--- config.mk ---
export PLATFORM = sky130hd
export DESIGN_NAME = c_escape_expander
export DESIGN_NICKNAME = d
export VERILOG_FILES = /design/src/rtl/cee_pkg.sv /design/src/rtl/c_escape_expander.sv /design/src/rtl/cee_decode.sv /design/src/rtl/cee_out_reg.sv
export SDC_FILE = /design/constraint.sdc
export NUM_CORES = 1
export LEC_CHECK = 0
export ABC_AREA = 1
export BUFFER_PORTS_ARGS = -buffer_cell sky130_fd_sc_hd__buf_2
export CORE_ASPECT_RATIO = 1.1
export CORE_MARGIN = 1
export CORE_UTILIZATION = 50
export DETAILED_ROUTE_END_ITERATION = 10
export PLACE_DENSITY = 0.79
export SYNTH_ARGS = -nofsm -noshare
export SYNTH_HDL_FRONTEND = slang
export SYNTH_SLANG_ARGS = --single-unit
export TNS_END_PERCENT = 10
--- constraint.sdc ---
create_clock -name clk -period 3.19 [get_ports clk]
set_clock_uncertainty 0.15 [all_clocks]
set_input_delay 0.319 -clock clk [delete_from_list [all_inputs] [get_ports clk]]
set_output_delay 0.319 -clock clk [all_outputs]
set_load 0.005 [all_outputs]
--- src/rtl/cee_pkg.sv ---
package cee_pkg;

  localparam logic [7:0] ESCAPE_RESET = 8'h5c;  // backslash
  localparam logic [7:0] CHAR_X       = 8'h78;  // 'x'

  typedef enum logic [1:0] {
    MODE_TEXT   = 2'd0,
    MODE_ESC    = 2'd1,
    MODE_HEX_HI = 2'd2,
    MODE_HEX_LO = 2'd3
  } mode_t;

  typedef struct packed {
    logic [7:0] out_byte;
    logic       has_byte;
    logic       out_last;
    logic       error;
  } result_t;

  typedef struct packed {
    logic       bad;
    logic [3:0] value;
  } hex_t;

  // invalid digits count as zero
  function automatic hex_t hex_digit(input logic [7:0] c);
    hex_t h;
    h.bad   = 1'b0;
    h.value = 4'd0;
    if (c >= 8'h30 && c <= 8'h39) begin
      h.value = c[3:0];
    end else if ((c >= 8'h61 && c <= 8'h66) || (c >= 8'h41 && c <= 8'h46)) begin
      h.value = c[3:0] + 4'd9;
    end else begin
      h.bad = 1'b1;
    end
    return h;
  endfunction

  function automatic logic [7:0] simple_escape(input logic [7:0] c);
    logic [7:0] r;
    unique case (c)
      8'h61:   r = 8'h07;  // a
      8'h62:   r = 8'h08;  // b
      8'h66:   r = 8'h0c;  // f
      8'h6e:   r = 8'h0a;  // n
      8'h72:   r = 8'h0d;  // r
      8'h74:   r = 8'h09;  // t
      8'h76:   r = 8'h0b;  // v
      default: r = c;
    endcase
    return r;
  endfunction

endpackage

--- src/rtl/c_escape_expander.sv ---
// c string escape expander: takes one character per transfer and expands c escape
// sequences (simple escapes, two-digit hex escapes after 'x'), giving zero or one
// result per input character; the introducer byte is the write data of the cfg
// channel and resets to backslash. the mode register and the decode logic finish
// each character in the cycle it is accepted, and the result register holds the
// outcome, so a new character is taken every cycle unless a finished result is
// waiting while out_stall is high. a bad hex digit counts as zero and sets error;
// an escape cut by in_last yields a result with has_byte low, out_last and error
// high. cfg writes are taken at once and must only come while the block is idle.
module c_escape_expander (
  input  logic       clk,
  input  logic       rst,
  // input characters
  input  logic       in_valid,
  output logic       in_stall,
  input  logic [7:0] in_byte,
  input  logic       in_last,
  // results
  output logic       out_valid,
  input  logic       out_stall,
  output logic [7:0] out_byte,
  output logic       has_byte,
  output logic       out_last,
  output logic       error,
  // introducer register write
  input  logic       cfg_valid,
  output logic       cfg_ready,
  input  logic [7:0] cfg_data
);

  logic [7:0]       escape_char;
  logic             accept;
  logic             result_ok;
  logic             busy;
  cee_pkg::result_t result;
  cee_pkg::result_t held;

  // register writes never wait
  assign cfg_ready = 1'b1;

  always_ff @(posedge clk) begin
    if (rst) begin
      escape_char <= cee_pkg::ESCAPE_RESET;
    end else if (cfg_valid && cfg_ready) begin
      escape_char <= cfg_data;
    end
  end

  // only a full result register facing a stalled sink holds back input
  assign in_stall = busy;
  assign accept   = in_valid & ~in_stall;

  // mode state and per-character decode
  cee_decode u_decode (
    .clk         (clk),
    .rst         (rst),
    .accept      (accept),
    .in_byte     (in_byte),
    .in_last     (in_last),
    .escape_char (escape_char),
    .result_ok   (result_ok),
    .result      (result)
  );

  // result register, loaded only by characters that give a result
  cee_out_reg u_out (
    .clk       (clk),
    .rst       (rst),
    .load      (accept & result_ok),
    .din       (result),
    .out_stall (out_stall),
    .out_valid (out_valid),
    .busy      (busy),
    .dout      (held)
  );

  assign out_byte = held.out_byte;
  assign has_byte = held.has_byte;
  assign out_last = held.out_last;
  assign error    = held.error;

endmodule

--- src/rtl/cee_decode.sv ---
module cee_decode (
  input  logic              clk,
  input  logic              rst,
  input  logic              accept,
  input  logic [7:0]        in_byte,
  input  logic              in_last,
  input  logic [7:0]        escape_char,
  output logic              result_ok,
  output cee_pkg::result_t  result
);

  cee_pkg::mode_t mode, mode_next;
  logic [3:0]     high_nibble, high_nibble_next;
  logic           bad_digit, bad_digit_next;
  cee_pkg::hex_t  hex;

  assign hex = cee_pkg::hex_digit(in_byte);

  always_ff @(posedge clk) begin
    if (rst) begin
      mode        <= cee_pkg::MODE_TEXT;
      high_nibble <= 4'd0;
      bad_digit   <= 1'b0;
    end else if (accept) begin
      mode        <= mode_next;
      high_nibble <= high_nibble_next;
      bad_digit   <= bad_digit_next;
    end
  end

  // next state
  always_comb begin
    mode_next        = cee_pkg::MODE_TEXT;
    high_nibble_next = 4'd0;
    bad_digit_next   = 1'b0;
    unique case (mode)
      cee_pkg::MODE_TEXT: begin
        if (in_byte == escape_char && !in_last) mode_next = cee_pkg::MODE_ESC;
      end
      cee_pkg::MODE_ESC: begin
        if (in_byte == cee_pkg::CHAR_X && !in_last) mode_next = cee_pkg::MODE_HEX_HI;
      end
      cee_pkg::MODE_HEX_HI: begin
        if (!in_last) begin
          mode_next        = cee_pkg::MODE_HEX_LO;
          high_nibble_next = hex.value;
          bad_digit_next   = hex.bad;
        end
      end
      cee_pkg::MODE_HEX_LO: begin
        mode_next = cee_pkg::MODE_TEXT;
      end
      default: mode_next = cee_pkg::MODE_TEXT;
    endcase
  end

  // outputs; the cut-short result is the default shape
  always_comb begin
    result_ok       = 1'b0;
    result.out_byte = 8'd0;
    result.has_byte = 1'b0;
    result.out_last = 1'b1;
    result.error    = 1'b1;
    unique case (mode)
      cee_pkg::MODE_TEXT: begin
        if (in_byte == escape_char) begin
          result_ok = in_last;
        end else begin
          result_ok       = 1'b1;
          result.out_byte = in_byte;
          result.has_byte = 1'b1;
          result.out_last = in_last;
          result.error    = 1'b0;
        end
      end
      cee_pkg::MODE_ESC: begin
        if (in_byte == cee_pkg::CHAR_X) begin
          result_ok = in_last;
        end else begin
          result_ok       = 1'b1;
          result.out_byte = cee_pkg::simple_escape(in_byte);
          result.has_byte = 1'b1;
          result.out_last = in_last;
          result.error    = 1'b0;
        end
      end
      cee_pkg::MODE_HEX_HI: begin
        result_ok = in_last;
      end
      cee_pkg::MODE_HEX_LO: begin
        result_ok       = 1'b1;
        result.out_byte = {high_nibble, hex.value};
        result.has_byte = 1'b1;
        result.out_last = in_last;
        result.error    = hex.bad | bad_digit;
      end
      default: result_ok = 1'b0;
    endcase
  end

endmodule

--- src/rtl/cee_out_reg.sv ---
module cee_out_reg (
  input  logic              clk,
  input  logic              rst,
  input  logic              load,
  input  cee_pkg::result_t  din,
  input  logic              out_stall,
  output logic              out_valid,
  output logic              busy,
  output cee_pkg::result_t  dout
);

  logic full;

  assign out_valid = full;
  assign busy      = full & out_stall;

  always_ff @(posedge clk) begin
    if (rst) begin
      full <= 1'b0;
    end else if (load) begin
      full <= 1'b1;
    end else if (!out_stall) begin
      full <= 1'b0;
    end
  end

  always_ff @(posedge clk) begin
    if (load) begin
      dout <= din;
    end
  end

endmodule

**Word level (Yosys, flattened, before mapping)**

Cells that the tools add are included.

- Input port bits: 22
- Output and inout port bits: 14
- Register bits after elaboration: 27

- Bitwise gates (word level): 5
- Magnitude comparators: 6
- Reduce and logical (&&, ||, !) cells: 8
- Add/sub/neg operators: 1
- Multiplexer cells: 21
- Equal/unequal tests: 13

Operators by type and width:

| cell | number |
|---|---|
| $eq 8x7->1 const B | 8 |
| $pmux 8 s7 | 1 |
| $pmux 11 s3 | 1 |
| $mux 11 | 2 |
| $ge 8x7->1 const B | 2 |
| $le 8x7->1 const B | 2 |
| $mux 4 | 4 |
| $mux 1 | 9 |
| $eq 8x8->1 | 1 |
| $ge 8x6->1 const B | 1 |
| $le 8x6->1 const B | 1 |
| $pmux 2 s4 | 1 |
| $logic_and 1x1->1 | 5 |
| $add 4x4->4 const B | 1 |
| $eq 2x2->1 const B | 2 |
| $mux 2 | 2 |
| $pmux 1 s4 | 1 |
| $and 1x1->1 | 3 |
| $eq 2x1->1 const B | 1 |
| $logic_not 2->1 | 1 |
| $ne 2x1->1 const B | 1 |
| $logic_not 1->1 | 1 |
| $logic_or 1x1->1 | 1 |
| $not 1->1 | 1 |
| $or 1x1->1 | 1 |

**Longest topological paths before layout**

- Depth after elaboration: 7
- Gate-level depth with buffers: 12

**Cells and area by module**

A second synthesis with hierarchy kept.

- Cell total of the unflattened synthesis: 265
- Area, all modules: 1836.8 um^2

By module, submodules not included:

| module | area an instance (um^2) | times used | cells each | seq. area each (um^2) |
|---|---|---|---|---|
| cee_decode | 1136.1 | 1 | 201 | 140.1 |
| cee_out_reg | 370.4 | 1 | 16 | 350.3 |
| c_escape_expander | 330.3 | 1 | 48 | 160.2 |

**Least setup slack after synthesis**

No wires, ideal clock.

- Kind: input -> register
- Start point: input in_byte[0]
- End point: register u_out.dout[0] in the netlist's numbering, enable pin
- Cell stages on the path: 9
- Arrival: 1205 ps
- Path slack: 1496 ps
- Required time: 2701 ps
- Cells stage by stage: inv_2 -> ha_1 -> inv_1 -> nor2_1 -> nand4_1 -> nand2_1 -> nor2_1 -> nand2_1 -> inv_1

- Cells in the longest elaborated chain, start to end: 4
- Elaborated cells between the ends (all ways): 6

RTL lines:

| what | RTL line | text |
|---|---|---|
| start: declaration | c_escape_expander.sv:16 | `input logic [7:0] in_byte,` |
| $eq 8x7->1 / $eq 8x8->1 (equally long branches) | cee_decode.sv:77, cee_decode.sv:66 |  |
| $mux 1 (on tied branches) | cee_decode.sv:77, cee_decode.sv:66 |  |
| $pmux 1 s4 * | cee_decode.sv:64 | `unique case (mode)` |
| $and 1x1->1 * | c_escape_expander.sv:69 | `.load (accept & result_ok),` |
| named net u_out.load | cee_out_reg.sv:4 | `input logic load,` |
| end signal: assignment | cee_out_reg.sv:29 | `dout <= din;` |
| end: declaration | cee_out_reg.sv:9 | `output cee_pkg::result_t dout` |

Mark *: on every way through the listed nets, which the timed path passes. The rest lies on a longest branch.
A chain may end at the register's enable or synchronous reset.

**Worst setup path in the final report**

- Start point: register u_decode.mode[1]
- End point: register u_out.dout[10] in the netlist's numbering, enable pin

- Cells in the longest elaborated chain, start to end: 3
- Elaborated cells between the ends (all ways): 6

RTL lines:

| what | RTL line | text |
|---|---|---|
| start: declaration | cee_decode.sv:12 | `cee_pkg::mode_t mode, mode_next;` |
| start signal: assignment | cee_decode.sv:21 | `mode <= cee_pkg::MODE_TEXT;` |
| start signal: assignment | cee_decode.sv:25 | `mode <= mode_next;` |
| $eq 2x2->1 (tied with other cells) | cee_decode.sv:64 |  |
| $pmux 1 s4 * | cee_decode.sv:64 |  |
| $and 1x1->1 * | c_escape_expander.sv:69 |  |
| named net u_out.load | cee_out_reg.sv:4 |  |

Marked as above.

==> key figures <==
Run status
  • Outcome: finished clean

STA
  • Actual slew at the worst max-slew pin: 633 ps
  • Final hold slack: 42.3 ps
  • Final Hold Fails: 0
  • Slew headroom: 0.577
  • FMAX: 554 MHz
  • Post-Route Setup TNS: 0 ps
  • RSZ-0062 raised after global routing: false
  • Period utilisation layout: 0.566
  • Tmin final: 1810 ps
  • # setup viols final: 0
  • Max-slew violations: 0

Yosys
  • Gate Count Post-Synth: 264
  • Synth Register Bits: 27
  • Synth Net Count: 291
  • Top-area cell type share of the netlist area: 0.184
  • Most used DFF post-synth: dfxtp_1
  • Synth area leaders: edfxtp_1, dfxtp_1, nand2_1
  • Yosys cell types: 30
  • Register area share after synthesis: 0.363
  • Post-synth EDFFs: 11
  • Syn_area_per_cell: 6.79 um2
  • Asr flop ratio synth: 0
  • Warnings, synthesis: 0
  • Synth area leader: edfxtp_1
  • Mapped cell area: 0.00179 mm2

Critical path
  • Worst EP arrival: 1700 ps
  • FF-to-FF End: u_out.dout[10]$_DFFE_PP_
  • Worst-path fanout max: 11
  • Worst Reg2Reg Path Length in Cells: 4
  • Critical Path RT: 3080 ps
  • Worst r2r src: u_decode.mode[1]$_SDFFE_PP0P_
  • Worst reg-to-reg setup slack: 1380 ps
  • Critical Path End Type: register
  • CP Launch Type: register
  • CP Class: reg -> reg

Worst hold path
  • Min-delay worst type: in -> reg
  • Hold EP: escape_char[2]$_SDFFE_PP1P_
  • Hold depth: 3
  • Hold Crit Start: cfg_data[2]

Route
  • Metal3 WL: 147 um
  • WL/cell: 11.5 um
  • Top sig layer: met4
  • Avg Vias per Cell: 5.06
  • Total Wirelength: 3970 um
  • Routed Antenna Nets: 0
  • Vias: 1746
  • Drt pass-1 iters: 4
  • Drt initial violations: 41
  • Drt drc: 0
  • Met1 WL: 1840 um
  • Met2 wire length: 1890 um

Clock tree
  • Root Buffer: clkbuf_4
  • Hold Buf Count CTS: 0
  • Setup Fix Bufs, Post-CTS: 0
  • CTS tree: yes
  • Max Buffers Root-to-Sink: 2
  • Worst skew pair latency: 320 ps
  • Clock-pin transition on the worst setup and hold timing paths: 140 ps
  • Post-CTS Resized: 0
  • CTS Buf Count: 3
  • Htree depth: 1
  • Clk sink count: 27

Global route
  • First-pass GRT wire length: 6640 um
  • Pin count of the biggest net entering global routing: 17
  • Tot GR Track Use: 0.227
  • Grt ovf: 0
  • Vias in the first global route: 1577
  • Initial antenna violation count: 0

Power and ir drop
  • Maximum VDD drop: 252 uV
  • Pwr dens: 320 mW/mm2
  • Psw: 180 uW
  • Sw frac: 0.279
  • Clock power share: 0.225
  • Lkg Pwr: 0.996 nW
  • Flop pwr share: 0.590
  • Combinational share of power: 0.185
  • Internal: 467 uW

Finish
  • Fin util: 0.597
  • Multi-input gate area: 985 um2
  • # fillers: 347
  • Sequential standard cell area: 651 um2
  • Most common cell after layout, fill and taps aside: nand2_1
  • Most frequent cells in the layout: nand2_1, buf_2, nand3_1, inv_1, nor2_1
  • Layout area overhead: 12.8%
  • Share of layout cells above drive strength 1: 0.199
  • Antenna cells: 0
  • Final-stage net count: 325

Placed design
  • Port bufs: 34
  • GPL Wtd Cong: 0.948
  • DP HPWL: 3080 um

Floorplanning
  • Placement Rows: 22
  • Die area: 0.00383 mm2
  • Width of the die: 59.1 um
  • Core box area: 0.00339 mm2
  • Initial Utilization: 0.529
  • Die Ht: 64.8 um
  • Num ports: 36

Job
  • Max-cap violations: 0
-- worst max-delay path, cell delays in order (launching register included) --
cell	delay, ps
dfxtp_1	380
nor2_1	510
nand4_1	180
nand2_1	120
inv_1	200
-- area by class of cell --
class	instances	share of cell area
Tap cell	48	0.0297
Sequential cell	27	0.322
Inverter	33	0.0625
Clock buffer	3	0.0111
Clock inverter	1	0.00371
Multi-Input combinational cell	199	0.487
Timing Repair Buffer	34	0.0842
-- metal layers --
metal	vias to the layer above	GRT usage
met4	0	0.0685
met1	766	0.285
met5	-	0
met3	12	0.0419
met2	49	0.389
li1	919	-
-- Yosys cell counts (all sizes together) (2+ instances only) --
library cell	instances
a21oi	15
nor2	30
dfxtp	16
buf	3
inv	32
o211ai	4
nand3	34
nand4	5
edfxtp	11
nand2	87
clkbuf	2
xnor2	4
ha	5
o21ai	10
-- power groups by stage --
stage | Clock, mW | Sequential [mW] | Combinational, mW
floorplan | 0 | 0.391 | 0.0750
global route | 0.166 | 0.384 | 0.135
finish | 0.146 | 0.382 | 0.120
global placement | 0 | 0.389 | 0.119
CTS | 0.152 | 0.382 | 0.119
detailed placement | 0 | 0.390 | 0.119
-- worst max path at each step --
stage / from / endpoint / depth (start not counted)
2_1_floorplan: in_byte[0] / u_out.dout[0]$_DFFE_PP_ / 9
3_3_place_gp: in_byte[1] / u_out.dout[3]$_DFFE_PP_ / 10
3_5_place_dp: in_byte[1] / u_out.dout[6]$_DFFE_PP_ / 10
4_1_cts: u_decode.mode[1]$_SDFFE_PP0P_ / u_out.dout[6]$_DFFE_PP_ / 4
5_1_grt: u_decode.mode[1]$_SDFFE_PP0P_ / u_out.dout[5]$_DFFE_PP_ / 4
6_report: u_decode.mode[1]$_SDFFE_PP0P_ / u_out.dout[10]$_DFFE_PP_ / 4
-- cell families after synthesis --
kind of cell | share of synthesized area
other cells | 0.00209
xor+xnor | 0.0244
flops | 0.363
simple gates | 0.397
buf+inv | 0.0873
compound gates | 0.0908
fa+ha+maj | 0.0349
-- state kept, by name (all words and copies together) (netlist names) --
name	flops
u_out.dout	11
escape_char	8
u_decode.bad_digit	1
u_out.out_valid	1
u_decode.high_nibble	4
u_decode.mode	2
-- per-stage QoR --
step	power, mW	instance area (um2)	worst slack [ps]	std cells
2_1_floorplan	0.466	1790	1500	264
3_3_place_gp	0.508	1990	1160	341
3_5_place_dp	0.509	1990	1080	341
4_1_cts	0.653	2020	1390	345
5_1_grt	0.685	2020	1310	345
6_report	0.648	2020	1380	345
No activity file was read; power rests on OpenSTA's default activity.
